## src/design/lwpt_pkg.sv

```systemverilog
// Package with the transfer types and fixed constants of the lane wait priority tracker.
package lwpt_pkg;

    localparam int DIR_W  = 2;
    localparam int CNT_W  = 8;
    localparam int PRIO_W = 11;

    localparam logic [PRIO_W-1:0] PRIO_MAX = 11'd2047;

    typedef struct packed {
        logic [DIR_W-1:0] direction;
        logic [CNT_W-1:0] arrivals;
        logic [CNT_W-1:0] departures;
    } item_t;

    typedef struct packed {
        logic [DIR_W-1:0]  lane;
        logic [PRIO_W-1:0] priority_res;
        logic [PRIO_W-1:0] mean_priority;
    } res_t;

    function automatic logic [CNT_W-1:0] floor_sub(input logic [CNT_W-1:0] a,
                                                   input logic [CNT_W-1:0] b);
        logic [CNT_W-1:0] r;
        begin
            r = (a > b) ? (a - b) : '0;
            return r;
        end
    endfunction

endpackage

```

## src/design/lane_wait_priority_tracker_unit.sv

```systemverilog
// Top level of the lane wait priority tracker: sequencer, shared accumulator and stores.
// The next input transfer is taken in the cycle after the result is registered, and a
// stalled result holds off the next one. The history update reads and then writes the
// history RAM slot by slot, the ring sum reads one ring RAM entry per cycle, and the
// divider resolves one quotient bit per cycle.
// Reset clears the control state, stored arrival counts, history fill counts and ring pointers;
// the RAMs need no clearing pass since unwritten entries are never used.
module lane_wait_priority_tracker_unit #(
    parameter int DIRECTIONS    = 4,
    parameter int HISTORY_DEPTH = 6,
    parameter int RING_DEPTH    = 8
) (
    input  logic            clk,
    input  logic            rst_n,
    input  logic            item_valid,
    output logic            item_stall,
    input  lwpt_pkg::item_t item,
    output logic            res_valid,
    input  logic            res_stall,
    output lwpt_pkg::res_t  res
);

    import lwpt_pkg::*;

    localparam int DW     = (DIRECTIONS > 1) ? $clog2(DIRECTIONS) : 1;
    localparam int KW     = (HISTORY_DEPTH > 1) ? $clog2(HISTORY_DEPTH) : 1;
    localparam int HFW    = $clog2(HISTORY_DEPTH + 1);
    localparam int HDEPTH = DIRECTIONS * HISTORY_DEPTH;
    localparam int HAW    = (HDEPTH > 1) ? $clog2(HDEPTH) : 1;
    localparam int RHW    = (RING_DEPTH > 1) ? $clog2(RING_DEPTH) : 1;
    localparam int FW     = $clog2(RING_DEPTH + 1);
    localparam int RDEPTH = DIRECTIONS * RING_DEPTH;
    localparam int RAW    = (RDEPTH > 1) ? $clog2(RDEPTH) : 1;
    localparam int HSUM_W = $clog2((HISTORY_DEPTH + 1) * 255 + 1);
    localparam int RSUM_W = $clog2(RING_DEPTH * 2047 + 1);
    localparam int AW0    = (HSUM_W > RSUM_W) ? HSUM_W : RSUM_W;
    localparam int AW     = (AW0 > PRIO_W + 1) ? AW0 : PRIO_W + 1;

    typedef enum logic [8:0] {
        S_IDLE = 9'b000000001,
        S_HRD  = 9'b000000010,
        S_HWR  = 9'b000000100,
        S_HNEW = 9'b000001000,
        S_PRIO = 9'b000010000,
        S_RWR  = 9'b000100000,
        S_RSUM = 9'b001000000,
        S_DIV  = 9'b010000000,
        S_OUT  = 9'b100000000
    } state_t;

    state_t            state_reg;
    state_t            state_next;
    item_t             item_reg;
    logic [DW-1:0]     dir_idx;
    logic              dir_ok;
    logic [HAW-1:0]    hbase_reg;
    logic [RAW-1:0]    rbase_reg;
    logic [KW-1:0]     k_reg;
    logic [KW-1:0]     k_next;
    logic [KW-1:0]     km1;
    logic [FW-1:0]     j_reg;
    logic [FW-1:0]     j_next;
    logic [FW-1:0]     cnt_reg;
    logic              pend_reg;
    logic              pend_next;
    logic [AW-1:0]     acc_reg;
    logic [AW-1:0]     acc_next;
    logic [AW-1:0]     add_sum;
    logic [PRIO_W-1:0] add_b;
    logic [CNT_W-1:0]  old_val;
    logic [CNT_W-1:0]  nv;
    logic [PRIO_W-1:0] prio_reg;
    logic [PRIO_W-1:0] mean_reg;
    logic              res_valid_reg;
    res_t              res_reg;
    logic              accept;
    logic              out_load;
    logic              sum_done;

    logic [CNT_W-1:0]  last_arr_reg [DIRECTIONS];
    logic [HFW-1:0]    hfill_reg    [DIRECTIONS];
    logic [RHW-1:0]    head_reg     [DIRECTIONS];
    logic [FW-1:0]     fill_reg     [DIRECTIONS];

    logic              h_we;
    logic [HAW-1:0]    h_waddr;
    logic [HAW-1:0]    h_raddr;
    logic [CNT_W-1:0]  h_rdata;
    logic              r_we;
    logic [RAW-1:0]    r_waddr;
    logic [RAW-1:0]    r_raddr;
    logic [PRIO_W-1:0] r_rdata;
    logic              div_start;
    logic              div_done;
    logic [AW-1:0]     div_q;

    assign accept     = item_valid && (state_reg == S_IDLE);
    assign item_stall = (state_reg != S_IDLE);
    assign dir_idx    = DW'(item_reg.direction);
    assign dir_ok     = int'(item_reg.direction) < DIRECTIONS;
    assign km1        = k_reg - KW'(1);
    assign out_load   = (state_reg == S_OUT) && (!res_valid_reg || !res_stall);
    assign sum_done   = (j_reg == cnt_reg) && !pend_reg;

    lwpt_ram #(.WIDTH(CNT_W), .DEPTH(HDEPTH)) u_hist_ram (
        .clk   (clk),
        .we    (h_we),
        .waddr (h_waddr),
        .wdata (nv),
        .raddr (h_raddr),
        .rdata (h_rdata)
    );

    lwpt_ram #(.WIDTH(PRIO_W), .DEPTH(RDEPTH)) u_ring_ram (
        .clk   (clk),
        .we    (r_we),
        .waddr (r_waddr),
        .wdata (prio_reg),
        .raddr (r_raddr),
        .rdata (r_rdata)
    );

    lwpt_div #(.N_W(AW), .D_W(FW)) u_div (
        .clk      (clk),
        .rst_n    (rst_n),
        .start    (div_start),
        .dividend (acc_reg),
        .divisor  (cnt_reg),
        .done     (div_done),
        .quotient (div_q)
    );

    assign h_we      = (state_reg == S_HWR) || (state_reg == S_HNEW);
    assign h_waddr   = (state_reg == S_HNEW) ? hbase_reg : hbase_reg + HAW'(k_reg);
    assign h_raddr   = hbase_reg + HAW'(km1);
    assign r_we      = (state_reg == S_RWR);
    assign r_waddr   = rbase_reg + RAW'(head_reg[dir_idx]);
    assign r_raddr   = rbase_reg + RAW'(j_reg);
    assign div_start = (state_reg == S_RSUM) && sum_done;

    always_comb
    begin
        if (state_reg == S_HNEW)
        begin
            old_val = last_arr_reg[dir_idx];
        end
        else if (HFW'(km1) < hfill_reg[dir_idx])
        begin
            old_val = h_rdata;
        end
        else
        begin
            old_val = '0;
        end
    end

    assign nv = floor_sub(old_val, item_reg.departures);

    always_comb
    begin
        unique case (state_reg)
            S_HWR, S_HNEW: add_b = PRIO_W'(nv);
            S_PRIO:        add_b = PRIO_W'(item_reg.arrivals);
            default:       add_b = r_rdata;
        endcase
    end

    assign add_sum = acc_reg + AW'(add_b);

    always_comb
    begin
        state_next = state_reg;
        k_next     = k_reg;
        j_next     = j_reg;
        pend_next  = 1'b0;
        acc_next   = acc_reg;
        unique case (state_reg)
            S_IDLE:
            begin
                acc_next = '0;
                k_next   = KW'(HISTORY_DEPTH - 1);
                if (accept)
                begin
                    if (int'(item.direction) >= DIRECTIONS)
                    begin
                        state_next = S_OUT;
                    end
                    else if (HISTORY_DEPTH == 1)
                    begin
                        state_next = S_HNEW;
                    end
                    else
                    begin
                        state_next = S_HRD;
                    end
                end
            end
            S_HRD:
            begin
                state_next = S_HWR;
            end
            S_HWR:
            begin
                acc_next   = add_sum;
                k_next     = km1;
                state_next = (k_reg == KW'(1)) ? S_HNEW : S_HRD;
            end
            S_HNEW:
            begin
                acc_next   = add_sum;
                state_next = S_PRIO;
            end
            S_PRIO:
            begin
                state_next = S_RWR;
            end
            S_RWR:
            begin
                acc_next   = '0;
                j_next     = '0;
                state_next = S_RSUM;
            end
            S_RSUM:
            begin
                if (pend_reg)
                begin
                    acc_next = add_sum;
                end
                if (j_reg != cnt_reg)
                begin
                    j_next    = j_reg + FW'(1);
                    pend_next = 1'b1;
                end
                if (sum_done)
                begin
                    state_next = S_DIV;
                end
            end
            S_DIV:
            begin
                if (div_done)
                begin
                    state_next = S_OUT;
                end
            end
            S_OUT:
            begin
                if (out_load)
                begin
                    state_next = S_IDLE;
                end
            end
            default:
            begin
                state_next = S_IDLE;
            end
        endcase
    end

    always_ff @(posedge clk or negedge rst_n)
    begin
        if (!rst_n)
        begin
            state_reg     <= S_IDLE;
            pend_reg      <= 1'b0;
            res_valid_reg <= 1'b0;
            for (int i = 0; i < DIRECTIONS; i++)
            begin
                last_arr_reg[i] <= '0;
                hfill_reg[i]    <= '0;
                head_reg[i]     <= '0;
                fill_reg[i]     <= '0;
            end
        end
        else
        begin
            state_reg <= state_next;
            pend_reg  <= pend_next;
            if (out_load)
            begin
                res_valid_reg <= 1'b1;
            end
            else if (!res_stall)
            begin
                res_valid_reg <= 1'b0;
            end
            if (state_reg == S_PRIO)
            begin
                last_arr_reg[dir_idx] <= item_reg.arrivals;
                if (hfill_reg[dir_idx] != HFW'(HISTORY_DEPTH))
                begin
                    hfill_reg[dir_idx] <= hfill_reg[dir_idx] + HFW'(1);
                end
            end
            if (state_reg == S_RWR)
            begin
                if (head_reg[dir_idx] == RHW'(RING_DEPTH - 1))
                begin
                    head_reg[dir_idx] <= '0;
                end
                else
                begin
                    head_reg[dir_idx] <= head_reg[dir_idx] + RHW'(1);
                end
                if (fill_reg[dir_idx] != FW'(RING_DEPTH))
                begin
                    fill_reg[dir_idx] <= fill_reg[dir_idx] + FW'(1);
                end
            end
        end
    end

    always_ff @(posedge clk)
    begin
        k_reg   <= k_next;
        j_reg   <= j_next;
        acc_reg <= acc_next;
        if (accept)
        begin
            item_reg  <= item;
            hbase_reg <= HAW'(32'(DW'(item.direction)) * HISTORY_DEPTH);
            rbase_reg <= RAW'(32'(DW'(item.direction)) * RING_DEPTH);
            prio_reg  <= '0;
            mean_reg  <= '0;
        end
        if (state_reg == S_PRIO)
        begin
            prio_reg <= (add_sum > AW'(PRIO_MAX)) ? PRIO_MAX : add_sum[PRIO_W-1:0];
        end
        if (state_reg == S_RWR)
        begin
            cnt_reg <= (fill_reg[dir_idx] != FW'(RING_DEPTH)) ?
                       fill_reg[dir_idx] + FW'(1) : fill_reg[dir_idx];
        end
        if ((state_reg == S_DIV) && div_done)
        begin
            mean_reg <= div_q[PRIO_W-1:0];
        end
        if (out_load)
        begin
            res_reg.lane          <= item_reg.direction;
            res_reg.priority_res  <= dir_ok ? prio_reg : '0;
            res_reg.mean_priority <= dir_ok ? mean_reg : '0;
        end
    end

    assign res_valid = res_valid_reg;
    assign res       = res_reg;

endmodule

```

## src/design/lwpt_ram.sv

```systemverilog
// Generic single-write, single-read RAM with registered read data.
module lwpt_ram #(
    parameter int WIDTH = 8,
    parameter int DEPTH = 24
) (
    input  logic                                   clk,
    input  logic                                   we,
    input  logic [((DEPTH > 1) ? $clog2(DEPTH) : 1)-1:0] waddr,
    input  logic [WIDTH-1:0]                       wdata,
    input  logic [((DEPTH > 1) ? $clog2(DEPTH) : 1)-1:0] raddr,
    output logic [WIDTH-1:0]                       rdata
);

    logic [WIDTH-1:0] mem [DEPTH];

    always_ff @(posedge clk)
    begin
        if (we)
        begin
            mem[waddr] <= wdata;
        end
        rdata <= mem[raddr];
    end

endmodule

```

## src/design/lwpt_div.sv

```systemverilog
// Restoring divider that produces one quotient bit per cycle.
module lwpt_div #(
    parameter int N_W = 14,
    parameter int D_W = 4
) (
    input  logic           clk,
    input  logic           rst_n,
    input  logic           start,
    input  logic [N_W-1:0] dividend,
    input  logic [D_W-1:0] divisor,
    output logic           done,
    output logic [N_W-1:0] quotient
);

    localparam int CW = $clog2(N_W + 1);

    logic           busy_reg;
    logic           busy_next;
    logic           done_reg;
    logic           done_next;
    logic [CW-1:0]  cnt_reg;
    logic [CW-1:0]  cnt_next;
    logic [N_W-1:0] q_reg;
    logic [N_W-1:0] q_next;
    logic [D_W-1:0] rem_reg;
    logic [D_W-1:0] rem_next;
    logic [D_W-1:0] d_reg;
    logic [D_W-1:0] d_next;
    logic [D_W:0]   rem_sh;
    logic [D_W:0]   diff;
    logic           ge;

    assign rem_sh = {rem_reg, q_reg[N_W-1]};
    assign ge     = rem_sh >= {1'b0, d_reg};
    assign diff   = rem_sh - {1'b0, d_reg};

    always_comb
    begin
        busy_next = busy_reg;
        done_next = 1'b0;
        cnt_next  = cnt_reg;
        q_next    = q_reg;
        rem_next  = rem_reg;
        d_next    = d_reg;
        if (start)
        begin
            busy_next = 1'b1;
            cnt_next  = '0;
            q_next    = dividend;
            rem_next  = '0;
            d_next    = divisor;
        end
        else if (busy_reg)
        begin
            q_next   = {q_reg[N_W-2:0], ge};
            rem_next = ge ? diff[D_W-1:0] : rem_sh[D_W-1:0];
            cnt_next = cnt_reg + CW'(1);
            if (cnt_reg == CW'(N_W - 1))
            begin
                busy_next = 1'b0;
                done_next = 1'b1;
            end
        end
    end

    always_ff @(posedge clk or negedge rst_n)
    begin
        if (!rst_n)
        begin
            busy_reg <= 1'b0;
            done_reg <= 1'b0;
            cnt_reg  <= '0;
        end
        else
        begin
            busy_reg <= busy_next;
            done_reg <= done_next;
            cnt_reg  <= cnt_next;
        end
    end

    always_ff @(posedge clk)
    begin
        q_reg   <= q_next;
        rem_reg <= rem_next;
        d_reg   <= d_next;
    end

    assign done     = done_reg;
    assign quotient = q_reg;

endmodule
```

## config.mk

```make
export PLATFORM = sky130hd
export DESIGN_NAME = lane_wait_priority_tracker_unit
export DESIGN_NICKNAME = d
export VERILOG_FILES = /design/src/design/lwpt_pkg.sv /design/src/design/lane_wait_priority_tracker_unit.sv /design/src/design/lwpt_ram.sv /design/src/design/lwpt_div.sv
export SDC_FILE = /design/constraint.sdc
export NUM_CORES = 1
export LEC_CHECK = 0
export BUFFER_PORTS_ARGS = -buffer_cell sky130_fd_sc_hd__buf_2
export CAP_MARGIN = 20
export CELL_PAD_IN_SITES_DETAIL_PLACEMENT = 1
export CELL_PAD_IN_SITES_GLOBAL_PLACEMENT = 2
export CORE_ASPECT_RATIO = 0.8
export CORE_MARGIN = 8
export CORE_UTILIZATION = 48
export DETAILED_ROUTE_END_ITERATION = 8
export PLACE_DENSITY = 0.9
export SLEW_MARGIN = 25
export SYNTH_ARGS = -nofsm -noshare
export SYNTH_HDL_FRONTEND = slang
export SYNTH_HIERARCHICAL = 1
export SYNTH_SLANG_ARGS = --single-unit
export TNS_END_PERCENT = 1
```

## constraint.sdc

```tcl
create_clock -name clk -period 7.3 [get_ports clk]
set_input_delay 0.73 -clock clk [delete_from_list [all_inputs] [get_ports clk]]
set_output_delay 0.73 -clock clk [all_outputs]
set_load 0.02 [all_outputs]
```

==> impl_metrics.py, run 1 <==
metrics = {
    "worst_setup_path": {
        "startpoint_type": "flop",
        "crit_top_cell": "a221o_1",
        "cp_data_required_time_ps": 7640,
        "max_stage_delay_ps": 550,
        "path_max_fanout": 35,
        "cp_data_arrival_time_ps": 6770,
        "cp_slowest_cell": "edfxtp_1",
        "cp-end-kind": "flop",
        "crit_chain": "buf_4 > o21ai_1 > nor3_1 > a221o_1 > a32oi_1 > ha_1 > inv_1 > fa_1 > a21o_1 > a21oi_1 > o21a_1 > or3_1 > nor3_1 > a221o_1 > ha_1 > fa_1 > a21o_1 > a221o_1 > a211oi_1 > xnor2_1 > a211oi_1 > buf_4 > a21oi_1",
        "path_class": "reg -> reg",
        "regToRegSetupSlack_ps": 860,
    },
    "finish": {
        "fillers": 6060,
        "layoutNonFillerInstCount": 2954,
        "drive_gt1_share_pct": 17.3,
        "syn2layout_area_growth_pct": 10.6,
        "largest_reg_flops": 352,
        "nNetsFinal": 2105,
        "seq_area_um2": 22300,
        "fin_util_pct": 53.8,
        "multi_input_area_um2": 8980,
    },
    "pwr": {
        "vdd_ir_drop_max_uv": 217,
        "power_density_nw_per_um2": 305,
        "leakagePower_nw": 12.5,
        "power_mw": 10.8,
    },
    "yosys": {
        "synth.cell_area_um2": 32000,
        "synth-seq-area-share_pct": 69.8,
        "synth_top_area_share_pct": 61.4,
        "synthArstFlopShare_pct": 11.6,
        "synth_commonest_cells": "654 x edfxtp_1, 224 x mux2i_1, 109 x nor2_1",
        "synth_cell_types": 78,
        "synth_flop_cell": "edfxtp_1",
        "synth_top_area_cell": "edfxtp_1",
        "synth_most_common_cell": "edfxtp_1",
        "synth_warnings": 6,
        "syn_nets": 2029,
        "synth_edf_count": 654,
        "netlist_instances": 1962,
        "synth_seq_cells": 766,
        "syn_area_per_cell_um2": 16.3,
        "synth.area.top_cells": "edfxtp_1 61%, mux2i_1 7.0%, dfrtp_1 6.9%",
    },
    "floorplanning": {
        "die_h_um": 247,
        "rows": 84,
        "start_util_pct": 48.6,
        "core-area_um2": 65800,
        "die_w_um": 305,
        "die_area_um2": 75200,
        "io_pins": 48,
    },
    "sta": {
        "hold_violations": 0,
        "fin_crit_sh_pct": 88.2,
        "clock_skew_ps": 32.6,
        "report.final.slew_viol_count": 0,
        "fin_tns_setup_ps": 0,
        "slew_headroom_pct": 29.7,
        "fmax_ghz": 0.155,
        "finalCriticalPeriod_ps": 6440,
        "rsz0062_at_grt": "false",
        "setup_viol": 0,
        "worstMarginPinSlew_ps": 1050,
    },
    "clocking": {
        "clk_pin_slew_ps": 60,
        "cts.sinks": 766,
        "cts.path.max_buffers": 3,
        "htree_levels": 3,
        "cts_tree": "yes",
        "clock_latency_ps": 630,
        "cts_resized": 0,
        "cts-buffers-inserted": 74,
        "cts-root-buf": "clkbuf_16",
        "cts_setup_buffers": 0,
        "cts_hold_buffers": 0,
    },
    "place": {
        "io_buffers": 47,
        "dp_hpwl_um": 50500,
        "dp.cells": 2821,
        "place.gp.congestion": 0.878,
    },
    "global_route": {
        "grtUsageTotal_pct": 20.7,
        "grt_pass1_wl_um": 119000,
        "antenna_found_initial": 0,
        "grt_pass1_vias": 18800,
        "grt_max_degree": 129,
        "globalRouteOverflowTotal": 0,
    },
    "min_path": {
        "hold_path.class": "in -> async",
    },
    "flow_run": {
        "cap_violations": 0,
    },
    "routing": {
        "via_per_inst": 5.99,
        "vias": 17700,
        "antenna_left": 0,
        "drt_iter0_drc": 1456,
        "dr.pass1.iters": 5,
        "drcViolationCount": 0,
        "drt_wl_total_um": 78600,
        "wl_per_cell_um": 26.6,
    },
    "status": {
        "status": "complete, no violations",
    },
}
==> per-layer routing <==
layer | routed length, um | GRT usage (%) | up-vias
met5 | 0 | 0 | -
li1 | - | - | 7770
met4 | 1870 | 5.73 | 0
met1 | 34100 | 28.4 | 9204
met2 | 37200 | 33.6 | 605
met3 | 5420 | 4.44 | 120
==> worst paths after layout <==
kind | from | end | depth (start not counted)
setup / recovery | dir_idx[0]$_DFFE_PP_ | prio_reg[6]$_SDFFCE_PP0P_ | 23
hold / removal | rst_n | last_arr_reg[10]$_DFFE_PN0P_ | 1
setup reg to reg | dir_idx[0]$_DFFE_PP_ | prio_reg[6]$_SDFFCE_PP0P_ | 23
hold reg to reg | mean_reg[3]$_SDFFCE_PN0P_ | res[3]$_DFFE_PP_ | 0
max in group asynchronous | rst_n | fill_reg[10]$_DFFE_PN0P_ | 2
min in group clk | item[5] | item_reg[5]$_DFFE_PP_ | 1
==> layout by cell type (no fill, tap or decap), drive strengths merged, types with 6 or more instances in the layout <==
master,n
a31oi,12
a32o,7
nand4,17
nor2,110
and2,23
mux2i,224
xor2,18
dfrtp,88
o21ai,17
a21oi,65
o211ai,10
nor4,7
or2,8
nand2b,13
nor3b,6
nand3b,13
mux2,79
ha,41
nor2b,15
xnor2,18
buf,92
edfxtp,654
o311ai,10
a22o,22
mux4,48
a22oi,59
nand3,48
inv,46
a2bb2oi,9
nor3,21
clkinv,24
o21bai,6
clkbuf,104
or3b,6
nand2,69
dfxtp,23
a21o,7
and3,12
==> power breakdown <==
group	internal, mW	switching, mW
sequential	5.05	0.157
combinational	0.680	1.31
clock	1.96	1.63
total	7.69	3.10
==> cell type report <==
class | instances | area share [%]
well taps | 860 | 3.04
flip-flops and latches | 766 | 63.1
clock inverters | 27 | 0.608
repair buffers | 92 | 1.72
clock buffers | 104 | 5.73
inverters | 43 | 0.456
multi-input cells | 1061 | 25.4
diodes | 1 | 0.00707
==> kinds of logic (layout without fill, tap and decap cells) <==
group | Yosys count | in the layout | share of synthesized area (%)
compound gates | 250 | 250 | 5.50
xor+xnor | 36 | 36 | 0.985
fa+ha+maj | 46 | 46 | 1.88
buf+inv | 135 | 266 | 2.53
flops | 766 | 766 | 69.8
mux | 351 | 351 | 13.2
other cells | 0 | 1 | 0
simple gates | 378 | 378 | 6.17
==> worst max-delay path, delay by kind of cell (launching register included) <==
kind                       cells  cell delay [ps]
xor gates and xnor gates       1              130
buffers and inverters          3              660
AOI/OAI and AO/OA             12             3190
and+or+nand+nor                3              360
adders and majority gates      4             1240
DFF                            1              550
==> stage by stage <==
stage	hold WS, ps	instance area, um2	worst slack, ps
global placement	401	33000	1240
global route	113	35400	392
floorplan	400	32000	1330
finish	89.9	35400	864
CTS	92.6	35300	883
detailed placement	406	33100	927
Note: power is estimated with default switching activity, not from simulation.
==> run 2: changes to the inputs <==
Settings changed: CORE_UTILIZATION 48 to 51, PLACE_DENSITY 0.9 to 0.94.
Clock period 7.3 ns to 8.3 ns, I/O delays scaled along.
==> run 2 against run 1 <==
Against the previous run: combinational power decreased by 11%; flip-flop and latch count stayed put; design area is 0.46% higher; register-to-register slack gained 720 ps; routed wire length increased by 4.3%; hold slack better by 140 ps.
==> impl_metrics.py, run 2 (synthesized netlist as in run 1, its figures left out) <==
metrics = {
    "routing": {
        "route.met3.wl_um": 5270,
        "met1_length_um": 34700,
        "wl_met2_um": 39500,
        "dr.max_layer_used": "met4",
        "drcViolationCount": 0,
        "drt_iter0_drc": 1538,
        "vias": 18200,
        "via_per_inst": 6.18,
        "dr.pass1.iters": 5,
        "wl_per_cell_um": 27.9,
        "antenna_left": 0,
        "drt_wl_total_um": 81900,
    },
    "finish": {
        "largest_reg_flops": 352,
        "multi_input_area_um2": 8970,
        "layoutNonFillerInstCount": 2940,
        "drive_gt1_share_pct": 18.1,
        "fillers": 5715,
        "diodes": 0,
        "seq_area_um2": 22300,
        "final_common_cell": "edfxtp_1",
        "nNetsFinal": 2109,
        "syn2layout_area_growth_pct": 11.1,
        "final_cell_mix": "654 x edfxtp_1, 224 x mux2i_1, 88 x dfrtp_1",
    },
    "worst_setup_path": {
        "cp-end-kind": "flop",
        "startpoint_type": "flop",
        "path_class": "reg -> reg",
        "cp_data_arrival_time_ps": 7060,
        "cp_data_required_time_ps": 8640,
        "path_max_fanout": 37,
    },
    "sta": {
        "setup_viol": 0,
        "hold_violations": 0,
        "finalCriticalPeriod_ps": 6720,
        "clock_skew_ps": 30.2,
        "slew_headroom_pct": 32.2,
        "rsz0062_at_grt": "false",
        "report.final.slew_viol_count": 0,
        "fmax_ghz": 0.149,
        "fin_tns_setup_ps": 0,
        "timing.final.ws_setup_ps": 1580,
        "fin_crit_sh_pct": 80.9,
        "worstMarginPinSlew_ps": 1010,
    },
    "place": {
        "place_ws_ps": 1710,
        "dp.cells": 2804,
        "io_buffers": 47,
        "dp_hpwl_um": 52500,
        "place.gp.congestion": 0.881,
    },
    "global_route": {
        "grt_pass1_wl_um": 123000,
        "grt_max_degree": 69,
        "grtUsageTotal_pct": 23.0,
        "grt_pass1_vias": 19100,
        "antenna_found_initial": 0,
        "globalRouteOverflowTotal": 0,
    },
    "floorplanning": {
        "die_w_um": 296,
        "core-area_um2": 62400,
        "die_area_um2": 71100,
        "io_pins": 48,
        "rows": 82,
        "start_util_pct": 51.3,
        "die_h_um": 240,
    },
    "clocking": {
        "cts-buffers-inserted": 76,
        "cts.sinks": 766,
        "cts.path.max_buffers": 3,
        "clock_latency_ps": 630,
        "clk_pin_slew_ps": 60,
        "cts-root-buf": "clkbuf_16",
        "htree_levels": 3,
        "cts_hold_buffers": 0,
        "cts_tree": "yes",
        "cts_setup_buffers": 0,
        "cts_resized": 0,
    },
    "pwr": {
        "swShare_pct": 28.6,
        "pwr-share-clk_pct": 34.6,
        "leakagePower_nw": 12.6,
        "power_density_nw_per_um2": 274,
        "vdd_ir_drop_max_uv": 273,
        "p_int_mw": 6.96,
        "p_sw_mw": 2.78,
        "power_frac_comb_pct": 18.2,
        "seqPwrFrac_pct": 47.2,
        "power_mw": 9.74,
    },
    "status": {
        "status": "complete, no violations",
    },
    "flow_run": {
        "cap_violations": 0,
    },
    "min_path": {
        "hold_path.class": "in -> async",
    },
}
-- run 2: path summary, 6_finish.rpt --
kind | cells after the start | from | slack, ps | endpoint
max in group asynchronous | 2 | rst_n | 6980 | fill_reg[8]$_DFFE_PN0P_
min in group clk | 1 | item[6] | 380 | item_reg[6]$_DFFE_PP_
setup reg to reg | 25 | dir_idx[1]$_DFFE_PP_ | 1580 | prio_reg[4]$_SDFFCE_PP0P_
hold reg to reg | 0 | mean_reg[5]$_SDFFCE_PN0P_ | 420 | res[5]$_DFFE_PP_
hold / removal | 1 | rst_n | 230 | last_arr_reg[14]$_DFFE_PN0P_
setup / recovery | 25 | dir_idx[1]$_DFFE_PP_ | 1580 | prio_reg[4]$_SDFFCE_PP0P_
-- run 2: area by class of cell --
cell class | instances | area share, %
Clock buffer | 93 | 5.64
Clock inverter | 43 | 1.14
Inverter | 43 | 0.454
Multi-Input combinational cell | 1061 | 25.2
Sequential cell | 766 | 62.8
Tap cell | 840 | 2.96
Timing Repair Buffer | 94 | 1.81
-- run 2: power groups by stage --
stage / registers, mW / logic [mW] / clock network [mW]
after floorplan: 4.61 / 1.15 / 0
after global placement: 4.67 / 1.59 / 0
after detailed placement: 4.67 / 1.73 / 0
after CTS: 4.59 / 1.75 / 3.43
after global routing: 4.60 / 1.89 / 3.55
final: 4.60 / 1.77 / 3.37
-- run 2: critical path, cell delays in order, from the launching register on --
cell and delay (ps):
edfxtp_1 350, buf_4 450, mux2i_1 250, nand2_1 70, o21ai_1 310, nor3_1 90
a221o_1 430, a32oi_1 240, ha_1 200, inv_1 60, fa_1 410, a21o_1 180
a21oi_1 330, o21a_1 190, or3_1 210, nor3_1 80, a221o_1 280, ha_1 210
fa_1 410, a21o_1 220, a221o_1 350, a211oi_1 310, xnor2_1 130, a211oi_1 320
buf_4 250, a21oi_1 100
-- run 2: per-layer routing --
| layer | GRT usage [%] | up-vias |
|---|---|---|
| met4 | 7.37 | 0 |
| met5 | 0 | - |
| met1 | 31.7 | 9517 |
| li1 | - | 7789 |
| met2 | 37.6 | 700 |
| met3 | 3.46 | 157 |
-- run 2: per-stage QoR --
step	cell area, um2	util [%]	hold slack [ps]
2_1_floorplan	32000	-	400
3_3_place_gp	33000	52.9	401
3_5_place_dp	33100	53.0	405
4_1_cts	35500	56.9	213
5_1_grt	35600	57.0	251
6_report	35600	57.0	227
